[src/sps_pkg.sv]
// ---------------------------------------------------------------------------
// sps_pkg
// Shared types, parse stage codes and helpers for the SPS header parser.
// ---------------------------------------------------------------------------
package sps_pkg;

    localparam int CodeWidthDefault = 32;
    localparam int FifoDepth        = 4;

    typedef enum logic [33:0] {
        ST_HDR     = 34'h000000001,
        ST_PROFILE = 34'h000000002,
        ST_CONSTR  = 34'h000000004,
        ST_LEVEL   = 34'h000000008,
        ST_SPSID   = 34'h000000010,
        ST_CHROMA  = 34'h000000020,
        ST_SEP     = 34'h000000040,
        ST_LDEPTH  = 34'h000000080,
        ST_CDEPTH  = 34'h000000100,
        ST_BYPASS  = 34'h000000200,
        ST_SMFLAG  = 34'h000000400,
        ST_LFLAG   = 34'h000000800,
        ST_LDELTA  = 34'h000001000,
        ST_LOG2FN  = 34'h000002000,
        ST_POCTYPE = 34'h000004000,
        ST_LOG2POC = 34'h000008000,
        ST_DPOAZ   = 34'h000010000,
        ST_OFFNR   = 34'h000020000,
        ST_OFFTB   = 34'h000040000,
        ST_NREF    = 34'h000080000,
        ST_OFFREF  = 34'h000100000,
        ST_MAXREF  = 34'h000200000,
        ST_GAPS    = 34'h000400000,
        ST_WIDTH   = 34'h000800000,
        ST_HEIGHT  = 34'h001000000,
        ST_FMO     = 34'h002000000,
        ST_MBAFF   = 34'h004000000,
        ST_D8      = 34'h008000000,
        ST_CROPF   = 34'h010000000,
        ST_CL      = 34'h020000000,
        ST_CR      = 34'h040000000,
        ST_CT      = 34'h080000000,
        ST_CB      = 34'h100000000,
        ST_DONE    = 34'h200000000
    } t_stage;

    // byte handed from the front end to the bit engine
    typedef struct packed {
        logic [7:0] data;
        logic       drop;
        logic       last;
    } t_byte_item;

    typedef struct packed {
        logic        valid_res;
        logic [7:0]  profile;
        logic [7:0]  level;
        logic [1:0]  chroma_format;
        logic [7:0]  luma_depth;
        logic [7:0]  chroma_depth;
        logic [15:0] pic_width;
        logic [15:0] pic_height;
        logic        frame_only;
    } t_result;

    // fixed read length per stage, 0 = Exp-Golomb
    function automatic logic [3:0] stage_bits(input t_stage s);
        case (s)
            ST_HDR, ST_PROFILE, ST_CONSTR, ST_LEVEL: stage_bits = 4'd8;
            ST_SEP, ST_BYPASS, ST_SMFLAG, ST_LFLAG, ST_DPOAZ, ST_GAPS,
            ST_FMO, ST_MBAFF, ST_D8, ST_CROPF:       stage_bits = 4'd1;
            default:                                 stage_bits = 4'd0;
        endcase
    endfunction

    function automatic logic high_profile(input logic [7:0] p);
        high_profile = (p == 8'd100) || (p == 8'd110) || (p == 8'd122) ||
                       (p == 8'd244) || (p == 8'd44)  || (p == 8'd83)  ||
                       (p == 8'd86)  || (p == 8'd118) || (p == 8'd128) ||
                       (p == 8'd138) || (p == 8'd139) || (p == 8'd134) ||
                       (p == 8'd135);
    endfunction

endpackage

[src/sps_front.sv]
// ---------------------------------------------------------------------------
// sps_front
// Accepts raw bytes and flags emulation-prevention bytes.
// ---------------------------------------------------------------------------
module sps_front
    import sps_pkg::*;
(
    input  logic       i_clk,
    input  logic       i_rst_n,
    input  logic       i_valid,
    input  logic [7:0] i_data,
    input  logic       i_last,
    output logic       o_ready,
    output logic       o_push,
    output t_byte_item o_item,
    input  logic       i_full
);
    logic [1:0] r_zero_run;
    logic [1:0] n_zero_run;
    logic       w_drop;

    assign o_ready = !i_full;
    assign o_push  = i_valid && !i_full;
    assign w_drop  = (r_zero_run == 2'd2) && (i_data == 8'h03);
    assign o_item  = '{data: i_data, drop: w_drop, last: i_last};

    always_comb begin
        n_zero_run = r_zero_run;
        if (o_push) begin
            if (w_drop || i_last) begin
                n_zero_run = 2'd0;
            end else if (i_data == 8'h00) begin
                n_zero_run = (r_zero_run == 2'd2) ? 2'd2 : r_zero_run + 2'd1;
            end else begin
                n_zero_run = 2'd0;
            end
        end
    end

    always_ff @(posedge i_clk) begin
        if (!i_rst_n) begin
            r_zero_run <= 2'd0;
        end else begin
            r_zero_run <= n_zero_run;
        end
    end
endmodule

[src/sps_fifo.sv]
// ---------------------------------------------------------------------------
// sps_fifo
// Short queue between front end and bit engine.
// ---------------------------------------------------------------------------
module sps_fifo
    import sps_pkg::*;
#(
    parameter int DEPTH = FifoDepth
) (
    input  logic       i_clk,
    input  logic       i_rst_n,
    input  logic       i_push,
    input  t_byte_item i_item,
    output logic       o_full,
    input  logic       i_pop,
    output logic       o_empty,
    output t_byte_item o_item
);
    localparam int AW = (DEPTH > 1) ? $clog2(DEPTH) : 1;

    t_byte_item        r_mem [DEPTH];
    logic [AW-1:0]     r_wp, r_rp;
    logic [AW:0]       r_cnt;

    assign o_full  = (r_cnt == (AW+1)'(DEPTH));
    assign o_empty = (r_cnt == '0);
    assign o_item  = r_mem[r_rp];

    always_ff @(posedge i_clk) begin
        if (i_push) begin
            r_mem[r_wp] <= i_item;
        end
    end

    always_ff @(posedge i_clk) begin
        if (!i_rst_n) begin
            r_wp  <= '0;
            r_rp  <= '0;
            r_cnt <= '0;
        end else begin
            if (i_push) begin
                r_wp <= (r_wp == AW'(DEPTH-1)) ? '0 : r_wp + 1'b1;
            end
            if (i_pop) begin
                r_rp <= (r_rp == AW'(DEPTH-1)) ? '0 : r_rp + 1'b1;
            end
            r_cnt <= r_cnt + (AW+1)'(i_push) - (AW+1)'(i_pop);
        end
    end
endmodule

[src/sps_engine.sv]
// ---------------------------------------------------------------------------
// sps_engine
// Bit-serial SPS syntax engine, one bit per cycle unless stalled, with a result register.
// ---------------------------------------------------------------------------
module sps_engine
    import sps_pkg::*;
#(
    parameter int CODE_WIDTH = CodeWidthDefault
) (
    input  logic       i_clk,
    input  logic       i_rst_n,
    input  logic       i_empty,
    input  t_byte_item i_item,
    output logic       o_pop,
    output logic       o_valid,
    output t_result    o_res,
    input  logic       i_ready
);
    localparam int LZW = $clog2(CODE_WIDTH + 1);

    t_stage           r_stage, n_stage;
    logic [2:0]       r_bit;
    logic [LZW-1:0]   r_lz, n_lz;
    logic [CODE_WIDTH-1:0] r_code, n_code;
    logic [LZW-1:0]   r_left, n_left;
    logic [3:0]       r_lidx, n_lidx;
    logic [6:0]       r_lent, n_lent;
    logic [7:0]       r_prev, n_prev;
    logic [31:0]      r_refrem, n_refrem;
    logic [31:0]      r_sz [6];
    logic [31:0]      n_sz [6];
    logic [7:0]       r_hf [6];
    logic [7:0]       n_hf [6];
    logic             r_err, n_err;
    // finishing pipeline for the size arithmetic
    logic             r_fin;
    logic             r_fin_ok;
    logic [35:0]      r_wpos, r_hpos, r_wneg, r_hneg;
    logic             r_ovalid;
    t_result          r_res;

    logic             w_busy_out, w_take, w_bit, w_done, w_endbyte;
    logic [31:0]      w_v, w_delta;
    logic [7:0]       w_up;
    logic [3:0]       w_n;
    logic [32:0]      w_full;

    assign w_busy_out = r_fin || (r_ovalid && !i_ready);
    assign w_take     = !i_empty && !w_busy_out;
    assign w_bit      = i_item.data[3'd7 - r_bit];
    assign w_endbyte  = i_item.drop || (r_bit == 3'd7);
    assign o_pop      = w_take && w_endbyte;
    assign o_valid    = r_ovalid;
    assign o_res      = r_res;
    assign w_n        = stage_bits(r_stage);

    always_comb begin
        n_stage  = r_stage;
        n_lz     = r_lz;
        n_code   = r_code;
        n_left   = r_left;
        n_lidx   = r_lidx;
        n_lent   = r_lent;
        n_prev   = r_prev;
        n_refrem = r_refrem;
        n_sz     = r_sz;
        n_hf     = r_hf;
        n_err    = r_err;
        w_done   = 1'b0;
        w_v      = '0;
        w_delta  = '0;
        w_up     = '0;
        w_full   = '0;
        if (w_take && !i_item.drop && !r_err && r_stage != ST_DONE) begin
            if (w_n == 4'd0) begin
                if (r_left == '0) begin
                    if (!w_bit) begin
                        n_lz = r_lz + 1'b1;
                        if (n_lz >= LZW'(CODE_WIDTH)) begin
                            n_err = 1'b1;
                        end
                    end else if (r_lz == '0) begin
                        w_done = 1'b1;
                    end else begin
                        n_left = r_lz;
                        n_code = '0;
                    end
                end else begin
                    n_code = {r_code[CODE_WIDTH-2:0], w_bit};
                    n_left = r_left - 1'b1;
                    if (n_left == '0) begin
                        w_full = (33'd1 << r_lz) - 33'd1 + 33'(n_code);
                        w_v    = w_full[31:0];
                        w_done = 1'b1;
                        n_lz   = '0;
                        n_code = '0;
                    end
                end
            end else begin
                n_code = {r_code[CODE_WIDTH-2:0], w_bit};
                n_left = r_left + 1'b1;
                if (n_left >= LZW'(w_n)) begin
                    w_v    = 32'(n_code[7:0]);
                    w_done = 1'b1;
                    n_code = '0;
                    n_left = '0;
                end
            end
            if (w_done && !n_err) begin
                case (r_stage)
                    ST_HDR: begin
                        if (w_v[4:0] != 5'd7) n_err = 1'b1;
                        else n_stage = ST_PROFILE;
                    end
                    ST_PROFILE: begin n_hf[0] = w_v[7:0]; n_stage = ST_CONSTR; end
                    ST_CONSTR:  n_stage = ST_LEVEL;
                    ST_LEVEL:   begin n_hf[1] = w_v[7:0]; n_stage = ST_SPSID; end
                    ST_SPSID: begin
                        if (high_profile(r_hf[0])) begin
                            n_stage = ST_CHROMA;
                        end else begin
                            n_hf[2] = 8'd1; n_hf[3] = 8'd8; n_hf[4] = 8'd8;
                            n_stage = ST_LOG2FN;
                        end
                    end
                    ST_CHROMA: begin
                        n_hf[2] = (w_v > 32'd255) ? 8'd255 : w_v[7:0];
                        n_stage = (w_v == 32'd3) ? ST_SEP : ST_LDEPTH;
                    end
                    ST_SEP: n_stage = ST_LDEPTH;
                    ST_LDEPTH: begin
                        n_hf[3] = (w_v > 32'd247) ? 8'd255 : w_v[7:0] + 8'd8;
                        n_stage = ST_CDEPTH;
                    end
                    ST_CDEPTH: begin
                        n_hf[4] = (w_v > 32'd247) ? 8'd255 : w_v[7:0] + 8'd8;
                        n_stage = ST_BYPASS;
                    end
                    ST_BYPASS: n_stage = ST_SMFLAG;
                    ST_SMFLAG: begin
                        n_lidx  = '0;
                        n_stage = w_v[0] ? ST_LFLAG : ST_LOG2FN;
                    end
                    ST_LFLAG: begin
                        if (w_v[0]) begin
                            n_lent  = '0;
                            n_prev  = 8'd8;
                            n_stage = ST_LDELTA;
                        end else begin
                            n_lidx  = r_lidx + 1'b1;
                            n_stage = (n_lidx >= ((r_hf[2] == 8'd3) ? 4'd12 : 4'd8))
                                      ? ST_LOG2FN : ST_LFLAG;
                        end
                    end
                    ST_LDELTA: begin
                        // se(v) mapped to mod-256 delta
                        w_delta = w_v[0] ? ({1'b0, w_v[31:1]} + 32'd1)
                                         : (32'd0 - {1'b0, w_v[31:1]});
                        w_up   = r_prev + w_delta[7:0];
                        if (w_up != 8'd0) n_prev = w_up;
                        n_lent = r_lent + 1'b1;
                        if (w_up == 8'd0 ||
                            n_lent >= ((r_lidx < 4'd6) ? 7'd16 : 7'd64)) begin
                            n_lidx  = r_lidx + 1'b1;
                            n_stage = (n_lidx >= ((r_hf[2] == 8'd3) ? 4'd12 : 4'd8))
                                      ? ST_LOG2FN : ST_LFLAG;
                        end
                    end
                    ST_LOG2FN: n_stage = ST_POCTYPE;
                    ST_POCTYPE: n_stage = (w_v == 32'd0) ? ST_LOG2POC :
                                          (w_v == 32'd1) ? ST_DPOAZ : ST_MAXREF;
                    ST_LOG2POC: n_stage = ST_MAXREF;
                    ST_DPOAZ:   n_stage = ST_OFFNR;
                    ST_OFFNR:   n_stage = ST_OFFTB;
                    ST_OFFTB:   n_stage = ST_NREF;
                    ST_NREF: begin
                        n_refrem = w_v;
                        n_stage  = (w_v == 32'd0) ? ST_MAXREF : ST_OFFREF;
                    end
                    ST_OFFREF: begin
                        n_refrem = r_refrem - 32'd1;
                        if (n_refrem == 32'd0) n_stage = ST_MAXREF;
                    end
                    ST_MAXREF: n_stage = ST_GAPS;
                    ST_GAPS:   n_stage = ST_WIDTH;
                    ST_WIDTH:  begin n_sz[0] = w_v; n_stage = ST_HEIGHT; end
                    ST_HEIGHT: begin n_sz[1] = w_v; n_stage = ST_FMO; end
                    ST_FMO: begin
                        n_hf[5] = {7'd0, w_v[0]};
                        n_stage = w_v[0] ? ST_D8 : ST_MBAFF;
                    end
                    ST_MBAFF: n_stage = ST_D8;
                    ST_D8:    n_stage = ST_CROPF;
                    ST_CROPF: n_stage = w_v[0] ? ST_CL : ST_DONE;
                    ST_CL: begin n_sz[2] = w_v; n_stage = ST_CR; end
                    ST_CR: begin n_sz[3] = w_v; n_stage = ST_CT; end
                    ST_CT: begin n_sz[4] = w_v; n_stage = ST_CB; end
                    ST_CB: begin n_sz[5] = w_v; n_stage = ST_DONE; end
                    default: n_stage = ST_DONE;
                endcase
            end
        end
    end

    always_ff @(posedge i_clk) begin
        if (!i_rst_n || (w_take && w_endbyte && i_item.last)) begin
            r_stage  <= ST_HDR;
            r_bit    <= '0;
            r_lz     <= '0;
            r_code   <= '0;
            r_left   <= '0;
            r_lidx   <= '0;
            r_lent   <= '0;
            r_prev   <= 8'd8;
            r_refrem <= '0;
            r_err    <= 1'b0;
            for (int i = 0; i < 6; i++) begin
                r_sz[i] <= '0;
                r_hf[i] <= '0;
            end
        end else begin
            if (w_take) begin
                r_bit <= w_endbyte ? 3'd0 : r_bit + 3'd1;
            end
            r_stage  <= n_stage;
            r_lz     <= n_lz;
            r_code   <= n_code;
            r_left   <= n_left;
            r_lidx   <= n_lidx;
            r_lent   <= n_lent;
            r_prev   <= n_prev;
            r_refrem <= n_refrem;
            r_err    <= n_err;
            r_sz     <= n_sz;
            r_hf     <= n_hf;
        end
    end

    // first stage after the last byte: size terms; second: clamp
    always_ff @(posedge i_clk) begin
        if (!i_rst_n) begin
            r_fin    <= 1'b0;
            r_ovalid <= 1'b0;
        end else begin
            r_fin <= w_take && w_endbyte && i_item.last;
            if (r_fin) begin
                r_ovalid <= 1'b1;
            end else if (i_ready) begin
                r_ovalid <= 1'b0;
            end
        end
    end

    always_ff @(posedge i_clk) begin
        if (w_take && w_endbyte && i_item.last) begin
            r_fin_ok <= !n_err && (n_stage == ST_DONE);
            r_res.profile      <= n_hf[0];
            r_res.level        <= n_hf[1];
            r_res.chroma_format <= (n_hf[2] > 8'd3) ? 2'd3 : n_hf[2][1:0];
            r_res.luma_depth   <= n_hf[3];
            r_res.chroma_depth <= n_hf[4];
            r_res.frame_only   <= n_hf[5][0];
            r_wpos <= ({4'd0, n_sz[0]} + 36'd1) << 4;
            r_wneg <= ({4'd0, n_sz[2]} + {4'd0, n_sz[3]}) << 1;
            r_hpos <= ({4'd0, n_sz[1]} + 36'd1) << 4;
            r_hneg <= n_hf[5][0] ? (({4'd0, n_sz[4]} + {4'd0, n_sz[5]}) << 1)
                                 : (({4'd0, n_sz[4]} + {4'd0, n_sz[5]}) << 2);
        end
        if (r_fin) begin
            r_res.valid_res <= r_fin_ok;
            if (!r_fin_ok) begin
                r_res.profile <= '0; r_res.level <= '0; r_res.chroma_format <= '0;
                r_res.luma_depth <= '0; r_res.chroma_depth <= '0;
                r_res.frame_only <= 1'b0;
                r_res.pic_width <= '0; r_res.pic_height <= '0;
            end else begin
                r_res.pic_width  <= (r_wneg >= r_wpos) ? 16'd0 :
                    ((r_wpos - r_wneg) > 36'd65535) ? 16'hffff : 16'(r_wpos - r_wneg);
                r_res.pic_height <= (r_hneg >= r_hpos) ? 16'd0 :
                    ((r_hpos - r_hneg) > 36'd65535) ? 16'hffff : 16'(r_hpos - r_hneg);
            end
        end
    end
endmodule

[src/h264_sps_header_parser.sv]
// ---------------------------------------------------------------------------
// h264_sps_header_parser
// H.264 SPS parser: raw NAL bytes in, one decoded header result per unit.
// ---------------------------------------------------------------------------
// Input stream: one byte of the SPS NAL unit per transaction, header byte
// first, no start code; s_axis_tlast marks the final byte. Emulation 0x03
// bytes after two zeros are flagged by the front end, skipped by the engine.
// A four-entry queue sits between the front end and the bit engine.
// The bit engine consumes one bit per cycle while a byte is queued and the
// output is not stalled. A dropped emulation byte is taken whole, and the
// engine pauses while the result is formed; its single-bit loop sets the rate.
// Output stream: one registered transaction per unit, after the engine has
// taken the last byte. valid_res is 0 (all other fields 0) on a wrong NAL
// type, truncation or an over-long Exp-Golomb code.
// If the receiver stalls, the result is held and the engine pauses; bytes
// keep entering the queue until it fills.
// Reset (synchronous, active low) clears the queue and all parse state.
// ---------------------------------------------------------------------------
module h264_sps_header_parser
    import sps_pkg::*;
#(
    parameter int CODE_WIDTH = CodeWidthDefault
) (
    input  logic        i_clk,
    input  logic        i_rst_n,
    input  logic        s_axis_tvalid,
    output logic        s_axis_tready,
    input  logic [7:0]  s_axis_tdata,   // sps_byte
    input  logic        s_axis_tlast,   // last_byte
    output logic        m_axis_tvalid,
    input  logic        m_axis_tready,
    // valid_res, profile, level, chroma_format, luma_depth, chroma_depth,
    // pic_width, pic_height, frame_only (from bit 0 up), 4 pad bits
    output logic [71:0] m_axis_tdata
);
    logic       w_push, w_full, w_pop, w_empty;
    t_byte_item w_in_item, w_q_item;
    t_result    w_res;

    sps_front u_front (
        .i_clk, .i_rst_n,
        .i_valid(s_axis_tvalid), .i_data(s_axis_tdata), .i_last(s_axis_tlast),
        .o_ready(s_axis_tready), .o_push(w_push), .o_item(w_in_item),
        .i_full(w_full)
    );

    sps_fifo #(.DEPTH(FifoDepth)) u_fifo (
        .i_clk, .i_rst_n,
        .i_push(w_push), .i_item(w_in_item), .o_full(w_full),
        .i_pop(w_pop), .o_empty(w_empty), .o_item(w_q_item)
    );

    sps_engine #(.CODE_WIDTH(CODE_WIDTH)) u_engine (
        .i_clk, .i_rst_n,
        .i_empty(w_empty), .i_item(w_q_item), .o_pop(w_pop),
        .o_valid(m_axis_tvalid), .o_res(w_res), .i_ready(m_axis_tready)
    );

    assign m_axis_tdata = {4'd0, w_res.frame_only, w_res.pic_height, w_res.pic_width,
                           w_res.chroma_depth, w_res.luma_depth, w_res.chroma_format,
                           w_res.level, w_res.profile, w_res.valid_res};
endmodule
[config.mk]
export PLATFORM = sky130hd
export DESIGN_NAME = h264_sps_header_parser
export DESIGN_NICKNAME = d
export VERILOG_FILES = /design/src/sps_pkg.sv /design/src/sps_front.sv /design/src/sps_fifo.sv /design/src/sps_engine.sv /design/src/h264_sps_header_parser.sv
export SDC_FILE = /design/constraint.sdc
export NUM_CORES = 2
export LEC_CHECK = 0
export ABC_AREA = 1
export ABC_CLOCK_PERIOD_IN_PS = 13300
export BUFFER_PORTS_ARGS = -buffer_cell sky130_fd_sc_hd__buf_2
export CORE_MARGIN = 4
export CORE_UTILIZATION = 51
export DETAILED_ROUTE_END_ITERATION = 7
export PLACE_DENSITY_LB_ADDON = 0.25
export REMOVE_ABC_BUFFERS = 1
export SETUP_SLACK_MARGIN = 0.05
export SLEW_MARGIN = 20
export SYNTH_ARGS = -nofsm -noshare
export SYNTH_HDL_FRONTEND = slang
export SYNTH_SLANG_ARGS = --single-unit
[constraint.sdc]
create_clock -name i_clk -period 13.3 [get_ports i_clk]
set_clock_uncertainty 0.15 [all_clocks]
set_input_delay 2.66 -clock i_clk [delete_from_list [all_inputs] [get_ports i_clk]]
set_output_delay 2.66 -clock i_clk [all_outputs]
set_load 0.02 [all_outputs]
==> run_results.csv <==
group,metric,value,unit
die,dieArea,80540,um^2
global_route,antenna_found_initial,0,
die,design.core.area,74950,um^2
setup_path,slowest_stage,"clkinv_1",
placed_design,dp_hpwl,78540,um
placed_design,dp.cells,6253,
layout,drive_gt1_share,7.333,%
routing,firstDrtPassIters,6,
setup_path,reg2reg_slack,4.31,ns
synth,synth_top_area_share,21.31,%
setup_path,cpMostUsedCell,"nand2_1",
synth,syn_inst,5330,
timing,finalCriticalPeriod,8.989,ns
clocking,cts_resized,0,
layout,nNetsFinal,5604,
setup_path,critPathMaxFanout,38,
setup_path,arrival,9.20,ns
routing,dr_wl_met3,7517,um
flow_run,maxCapViolCount,0,
status,status,"completed",
clocking,clk_latency,0.62,ns
setup_path,cp-start-kind,"register",
global_route,overflow,0,
clocking,hold_buffers,0,
setup_path,critPathTopFamily,"simple AND/OR/NAND/NOR gates",
die,die_w,283.8,um
synth,synth_fa_ha_area_share,7.644,%
synth,synth_top_family_by_area,"simple AND/OR/NAND/NOR gates",
clocking,cts_tree,"yes",
layout,finalNonFillerCells,6383,
synth,synthArstFlopShare,0,%
clocking,h-tree-depth,3,
setup_path,worstSetupPathType,"register to register",
layout,area_growth,8.976,%
synth,synth_area_leaders,"dfxtp_1 21%, edfxtp_1 16%, nand2_1 11%",
timing,rsz0062_at_grt,"no",
routing,num_vias,35190,
synth,yosys.area.top_type,"dfxtp_1",
routing,wl_met1,48490,um
synth,synth_compound_area_share,14.41,%
synth,synth_simple_gate_area_share,26.07,%
synth,synth.distinct_cells,70,
timing,drv_slew,0,
timing,fin_hold_ws,0.3193,ns
layout,n_fill_cell,7059,
timing,post-route-period-util,67.59,%
synth,avgSynthCellArea,7.278,um^2
setup_path,crit_buf_inv,8,
power,peakVddDrop,0.1463,mV
synth,synth_edf_count,205,
hold_path,hold_path_class,"register to register",
synth,synth_seq_area_share,37.18,%
global_route,grt_pass1_wl,170500,um
routing,drt-wirelength-per-cell,16.86,um
synth,ys_warn_count,0,
timing,setup_violations,0,
global_route,first_global_vias,32380,
placed_design,place.gp.congestion,0.9507,
routing,wirelength,107600,um
synth,synthesis.area,38790,um^2
global_route,grtUsageTotal,25.80,%
clocking,clockBufferDepth,3,
routing,via_per_inst,5.514,
clocking,cts_buffers,71,
die,start_util,51.76,%
timing,hold_violations,0,
timing,worstMarginPinSlew,1.075,ns
timing,maxSlewHeadroom,28.06,%
clocking,postCtsSetupRepairBufs,0,
clocking,cts-root-buf,"clkbuf_16",
routing,top_layer_used,"met4",
die,row_count,100,
global_route,grt_max_degree,177,
synth,synth-seq-cells,618,
routing,wl_met2,47050,um
routing,dr.first_iter.drc_count,3211,
clocking,clock_sinks,618,
power,power_density,180.7,nW/um^2
synth,synthFlopType,"dfxtp_1",
clocking,path_clk_slew,0.06,ns
routing,final_antenna_net_count,0,
setup_path,cpPeakStageDelay,0.85,ns
routing,drc,0,
power,leakage,0.01937,uW
die,die_h,283.8,um
layout,diodes,0,
setup_path,cp.required,13.51,ns
placed_design,io_buffers,82,
timing,fmax,111.2,MHz
die,num_io_pins,87,
synth,synthMuxAreaShare,0.02580,%
synth,synth_xor_area_share,5.306,%
setup_path,end_kind,"register",
==> cells by family after synthesis <==
group | after synthesis
AOI/OAI and AO/OA | 988
xor gates and xnor gates | 235
adders and majority gates | 234
buffers and inverters | 924
DFF | 618
muxes | 1
other | 1
and+or+nand+nor | 2329
==> cell type report <==
cell class                      count  area, um^2  share of cell area [%]
Clock inverter                     26       269.0                  0.6363
Multi-Input combinational cell   3791       20780                   49.16
Inverter                          764        2868                   6.784
Timing Repair Buffer              111       640.6                   1.515
Clock buffer                      104        2076                   4.910
Sequential cell                   618       14430                   34.12
Tap cell                          969        1212                   2.868
==> metrics by stage <==
stage / total power [uW] / instance area, um^2 / util (%) / setup TNS (ns) / setup WS [ns]
after global placement: 5614 / 39930 / 53.28 / 0 / 4.169
after CTS: 7643 / 42270 / 56.41 / 0 / 4.669
final: 7641 / 42270 / 56.41 / 0 / 4.311
after floorplan: 4852 / 38040 / - / -4012.65 / -11.59
after global routing: 8160 / 42270 / 56.41 / 0 / 3.340
after detailed placement: 5653 / 39930 / 53.28 / 0 / 4.055
==> tightest hold or removal path, delay by kind of cell, from the launching register on <==
| family | cells | cell delay (ns) |
|---|---|---|
| flip-flops | 1 | 0.32 |
| AO/OA/AOI/OAI | 1 | 0.05 |
| AND/OR/NAND/NOR | 1 | 0.07 |
==> synth_stat cells, types with 42 or more instances <==
cell	count
nand2_1	1145
inv_1	730
nor2_1	618
dfxtp_1	413
a21oi_1	384
o21ai_0	332
ha_1	229
edfxtp_1	205
nand3_1	182
xor2_1	162
clkbuf_1	110
nor3_1	96
nand4_1	86
xnor2_1	73
o211ai_1	56
nor4_1	44
a211oi_1	42
==> state kept, by name (all words and copies together) (netlist names), 31 cells and up, named ones only <==
signal             cells
u_engine.r_wpos       32
u_engine.r_hneg       34
u_engine.r_hf         41
u_fifo.r_mem          40
u_engine.r_refrem     32
u_engine.r_wneg       33
u_engine.r_sz        192
u_engine.r_code       31
u_engine.r_stage      34
u_engine.o_res        68
u_engine.r_hpos       32
==> layer usage <==
| layer | vias to the layer above | track usage (%) |
|---|---|---|
| li1 | 17600 | - |
| met1 | 16160 | 35.99 |
| met2 | 1176 | 40.86 |
| met3 | 257 | 3.494 |
| met4 | 0 | 9.781 |
| met5 | - | 0 |
==> cell usage in the layout (no fill, tap or decap), drive strengths merged, types with 4 or more instances in the layout <==
master    Yosys  routed
nand2      1177    1177
inv         754     760
nor2        661     661
dfxtp       413     413
a21oi       384     384
o21ai       375     375
ha          229     229
edfxtp      205     205
nand3       189     189
xor2        162     162
buf          50     111
clkbuf      110     104
nor3        102     102
nand4        87      87
xnor2        73      73
o211ai       56      56
nor4         45      45
a211oi       42      42
or2          33      33
a31oi        22      22
clkinv       10      21
a22oi        18      18
o22ai        14      14
a21o         14      14
nand3b       13      13
o21a         13      13
o221ai       11      11
nor3b        11      11
o21bai        8       8
a21boi        6       6
o31ai         5       5
fa            5       5
clkinvlp      0       5
conb          1       4
bufinv        0       4
==> worst paths after layout <==
path | startpoint | end | depth (start not counted)
worst max-delay path | u_engine.r_stage[15] | u_engine.r_wneg[32] | 49
worst min-delay path | u_engine.r_fin | u_engine.o_valid | 2
worst max register to register | u_engine.r_stage[15] | u_engine.r_wneg[32] | 49
worst min register to register | u_engine.r_fin | u_engine.o_valid | 2
==> report_power, final <==
| part | switching, uW | internal [uW] |
|---|---|---|
| logic | 2250 | 1030 |
| clock network | 813 | 1170 |
| registers | 123 | 2250 |
| total | 3180 | 4460 |
No activity file was read; power rests on OpenSTA's default activity.
